$ cat config.mk
export PLATFORM = sky130hd
export DESIGN_NAME = pmst_ram
export DESIGN_NICKNAME = d
export VERILOG_FILES = /design/src/hdl/pmst_ram.sv
export SDC_FILE = /design/constraint.sdc
export NUM_CORES = 2
export LEC_CHECK = 0
export BUFFER_PORTS_ARGS = -buffer_cell sky130_fd_sc_hd__buf_4
export CORE_ASPECT_RATIO = 1.4
export CORE_UTILIZATION = 55
export DETAILED_ROUTE_END_ITERATION = 8
export PLACE_DENSITY_LB_ADDON = 0.2
export SYNTH_ARGS = -nofsm -noshare
export SYNTH_HDL_FRONTEND = slang
export SYNTH_SLANG_ARGS = --single-unit
$ cat constraint.sdc
create_clock -name clk -period 2.3 [get_ports clk]
set_input_delay 0.23 -clock clk [delete_from_list [all_inputs] [get_ports clk]]
set_output_delay 0.23 -clock clk [all_outputs]
set_load 0.005 [all_outputs]
$ cat src/hdl/pmst_ram.sv
// Generic single write port, single read port RAM with registered read data.
// No dependencies.
module pmst_ram #(
  parameter int WIDTH = 16,
  parameter int DEPTH = 256
) (
  input  logic                     clk,
  input  logic                     we,
  input  logic [$clog2(DEPTH)-1:0] waddr,
  input  logic [WIDTH-1:0]         wdata,
  input  logic [$clog2(DEPTH)-1:0] raddr,
  output logic [WIDTH-1:0]         rdata
);

  logic [WIDTH-1:0] mem [DEPTH];

  // Write and registered read
  always_ff @(posedge clk) begin
    if (we) begin
      mem[waddr] <= wdata;
    end
    rdata <= mem[raddr];
  end

endmodule

# Word-level counts from Yosys, hierarchy flattened
# Memories as Yosys holds them, arrays and structs flattened. A register that Yosys moved wholly into a read port is not among the register bits.
# Index checks and enable logic that the tools add are counted.
dict set report classes {
  n_addsub 0
  n_reduce_logical 0
  n_shift 0
  eq_ne 0
  div_mod_pow 0
  n_mul 0
  n_bitwise 0
  magnitude_cmp 0
  muxes 2
}
# cell n
set op_table {}
lappend op_table {{$mux 1} 2}
dict set report word_totals {
  ff_bits 0
  mem_bits_rw 4096
  output_inout_bits 16
  in_bits 34
  rom_bits 0
  latch_bits 0
  mem_count 1
}
# name words word_bits rd rd_clocked_by_memory_dff wr line
set mem_list {}
lappend mem_list {mem 256 16 1 1 1 15} ;# logic [WIDTH-1:0] mem [DEPTH];

# Logic depth before layout (Yosys ltp)
dict set report depth {
  ltp_word 2
  depth_mapped 12
  ltp_nobuf 6
}

# Least setup slack after synthesis
# No wires, ideal clock.
dict set report synth_timing {
  path_type {in2reg}
  from {input waddr[3]}
  to {memory mem[235][0], enable pin}
  required_time_ns 1.912
  path_stages 6
  slack_ns -0.095
  arrival_ns 2.007
  path_cell_list {clkbuf_1 > nor2b_1 > clkbuf_1 > nand4_1 > clkbuf_1 > nor2_1}
}
# element line
set synth_rtl {}
lappend synth_rtl {{from (decl)} 9} ;# input logic [$clog2(DEPTH)-1:0] waddr,
lappend synth_rtl {{to (decl)} 15}
# No word-level cell before the write port.

==> impl_metrics.env <==
export IMPL_leakagePower_nw=60.3
export IMPL_failed_checks="setup timing"
export IMPL_combPwrFrac_pct=5.9
export IMPL_sw_frac_of_total_pct=21.2
export IMPL_cp_max_fo=16
export IMPL_synth_flop_cell="edfxtp_1"
export IMPL_clock_skew_ns=0.0426
export IMPL_period_share_pct=114
export IMPL_hold_end="mem[171][2]"
export IMPL_clk_pin_slew_ns=0.06
export IMPL_die_area_um2=291000
export IMPL_seqPwrFrac_pct=53.9
export IMPL_avgSynthCellArea_um2=21.6
export IMPL_insertion_delay_ns=0.91
export IMPL_wl_met1_um=154000
export IMPL_grt_antenna_before_repair=12
export IMPL_synth_cells=7360
export IMPL_dp_slack_ns=-1.72
export IMPL_drt_vias_per_instance=6.48
export IMPL_highest_layer="met5"
export IMPL_synthToLayoutAreaGrowth_pct=17.0
export IMPL_cts_tree="yes"
export IMPL_drive_gt1_share_pct=30.9
export IMPL_synth_warnings=0
export IMPL_wl_per_cell_um=33.6
export IMPL_fmax_mhz=383
export IMPL_reg2reg_slack_ns=-0.26
export IMPL_num_nets_final=8450
export IMPL_required_ns=3.09
export IMPL_synth_fp_nets=7394
export IMPL_synthArstFlopShare_pct=0
export IMPL_reg2regPathDepth=7
export IMPL_grt_pass1_wl_um=600000
export IMPL_first_iter_violations=9195
export IMPL_overflow=0
export IMPL_hp_start="waddr[1]"
export IMPL_cts_buffer_depth=4
export IMPL_rsz0062_at_grt="yes"
export IMPL_r2r_start="mem[114][1]"
export IMPL_ir_drop_mv=0.652
export IMPL_port_buffers=49
export IMPL_internal_power_mw=121
export IMPL_synth_area_um2=159000
export IMPL_crit_type="input pin to flip-flop"
export IMPL_holdPathStages=4
export IMPL_grt_pass1_vias=82410
export IMPL_synth_edf_count=4096
export IMPL_drt_wl_total_um=419000
export IMPL_hold_viol_final=0
export IMPL_fin_cells=12476
export IMPL_seq_area_frac_synth_pct=77.7
export IMPL_drv_cap=0
export IMPL_crit_path_start_kind="input pin"
export IMPL_slew_headroom_pct=27.9
export IMPL_min_period_ns=2.61
export IMPL_ios=50
export IMPL_status="finished, violations left"
export IMPL_cts_root_buf="clkbuf_16"
export IMPL_cts_buffers=377
export IMPL_drc=0
export IMPL_p_switching_mw=32.5
export IMPL_h_tree_depth=5
export IMPL_critPathCaptureType="flip-flop"
export IMPL_initial_core_util_pct=55.2
export IMPL_first_pass_iters=7
export IMPL_r2r_end="rdata[1]"
export IMPL_fp_row_count=233
export IMPL_clkSinkCount=4112
export IMPL_setup_viol_count_final=12
export IMPL_worstMarginPinSlew_ns=1.07
export IMPL_p_per_area_nw_per_um2=826
export IMPL_post_cts_buffers=0
export IMPL_dieWidth_um=456
export IMPL_pwr_share_clk_pct=40.2
export IMPL_ys_types=52
export IMPL_ys_seq_elements=4112
export IMPL_fin_ws_ns=-0.313
export IMPL_holdCritPathClass="input pin to flip-flop"
export IMPL_total_power_mw=153
export IMPL_dr_wl_met2_um=210000
export IMPL_critPathArrivalTime_ns=3.40
export IMPL_dpl_hpwl_um=272000
export IMPL_core_area_um2=287000
export IMPL_met3_length_um=31700
export IMPL_die_h_um=638
export IMPL_grt_max_degree=98
export IMPL_num_vias=80786
export IMPL_postRouteAntennaNets=0
export IMPL_gp_congestion=0.940
export IMPL_drv_slew=0
export IMPL_place_inst=11787
export IMPL_grt_util_all_layers_pct=29.0
-- worst max-delay path: stages --
cell and delay [ns]:
buf_16 0.18, buf_6 0.22, buf_16 0.20, buf_6 0.19
buf_12 0.18, mux2i_1 0.11, o221ai_1 0.19, buf_4 0.15
o32ai_2 0.07, a22oi_2 0.49, nand4_1 0.72, nor4_2 0.39
-- power by group through the flow --
stage,clock [mW],combinational (mW),sequential [mW]
final,61.7,9.06,82.7
after global routing,65.2,9.39,82.7
after floorplan,0,4.08,84.3
after detailed placement,0,8.75,84.3
after CTS,62.5,8.98,82.7
after global placement,0,8.59,84.3
-- cells in the mapped netlist (20+ instances only) --
cell         n  area (µm²)
buf_6       77         867
o32ai_1     20         175
buf_4       26         195
nor3_1      92         460
a21oi_1    175         876
mux2_2      88         991
a221oi_1    28         245
edfxtp_1  4096      123000
buf_1       27         101
a22oi_1     43         323
nor2_1     304        1140
mux2i_1    565        5660
buf_2       76         380
o22ai_1    148         926
mux4_2     797       17900
clkbuf_1   230         863
o221ai_1   252        2210
o21ai_0     37         185
nand2_1     38         143
nand4_1     26         163
nand3_1     35         175
a22o_1      32         280
-- layer usage --
layer / up-vias / global-route usage, %
met4: 12 / 14.4
met5: - / 0
met1: 42904 / 37.6
li1: 33375 / -
met3: 780 / 3.83
met2: 3715 / 48.5
-- worst max-delay path by stage --
stage	start	to	slack, ns	cells past startpoint
floorplan	waddr[3]	mem[235][0]	-0.1	6
global placement	raddr[0]	rdata[1]	-1.61	12
detailed placement	raddr[0]	rdata[1]	-1.72	12
CTS	mem[114][1]	rdata[1]	-0.31	7
global route	mem[115][1]	rdata[1]	-0.26	7
finish	raddr[0]	rdata[1]	-0.31	12
-- cell usage in the layout (no fill, tap or decap), types with 26 or more instances in the layout --
| master | count |
|---|---|
| o221ai_1 | 252 |
| buf_12 | 264 |
| nor3_1 | 89 |
| bufinv_16 | 37 |
| nand2_1 | 31 |
| nand3_1 | 26 |
| nor2_1 | 253 |
| a22oi_1 | 33 |
| a21oi_1 | 172 |
| o21ai_0 | 36 |
| nor2_2 | 50 |
| o22ai_1 | 148 |
| clkinv_2 | 67 |
| mux4_2 | 797 |
| clkbuf_16 | 382 |
| mux2_2 | 83 |
| buf_4 | 815 |
| edfxtp_1 | 4096 |
| clkbuf_1 | 70 |
| clkinv_1 | 70 |
| nand4_1 | 26 |
| mux2i_1 | 565 |
-- cell type report --
| type | count | area, µm² |
|---|---|---|
| Tap cell | 3760 | 4700 |
| Sequential cell | 4112 | 123000 |
| Clock buffer | 454 | 9850 |
| Clock inverter | 212 | 2070 |
| Timing Repair Buffer | 1129 | 12100 |
| Multi-Input combinational cell | 2792 | 33600 |
| Fill cell | 18735 | 102000 |
| Antenna cell | 13 | 32.5 |
| Inverter | 4 | 27.5 |
-- registers in the layout, summed over array words and instances, names as in the netlist --
name,count
mem,4096
rdata,16
-- cells by family (layout without fill, tap and decap cells) --
| logic type | count (synthesis) | in the layout | synth area share (%) |
|---|---|---|---|
| buffers and inverters | 456 | 1799 | 1.69 |
| other | 0 | 13 | 0 |
| DFF | 4112 | 4112 | 77.7 |
| and+or+nand+nor | 556 | 556 | 1.57 |
| AOI/OAI and AO/OA | 786 | 786 | 3.54 |
| muxes | 1450 | 1450 | 15.5 |
-- timing repair --
item,CTS,global route
pin swaps,27,17
setup endpoints to repair,16,16
hold buffers,16,0
gates resized for setup,98,37
gates cloned,2,0
endpoints found under the hold margin,1552,0
-- through the flow --
stage | instance area (µm²) | hold slack, ns | utilization (%) | TNS [ns]
5_1_grt | 186000 | 0.0863 | 64.6 | -1.26
3_5_place_dp | 173000 | 0.575 | 60.1 | -15.96
6_report | 186000 | 0.0994 | 64.6 | -0.882
4_1_cts | 186000 | 0.0296 | 64.5 | -0.942
2_1_floorplan | 159000 | 0.329 | - | -136.76
3_3_place_gp | 173000 | 0.572 | 60.1 | -15.41
Power figures use the tool's default switching activity.
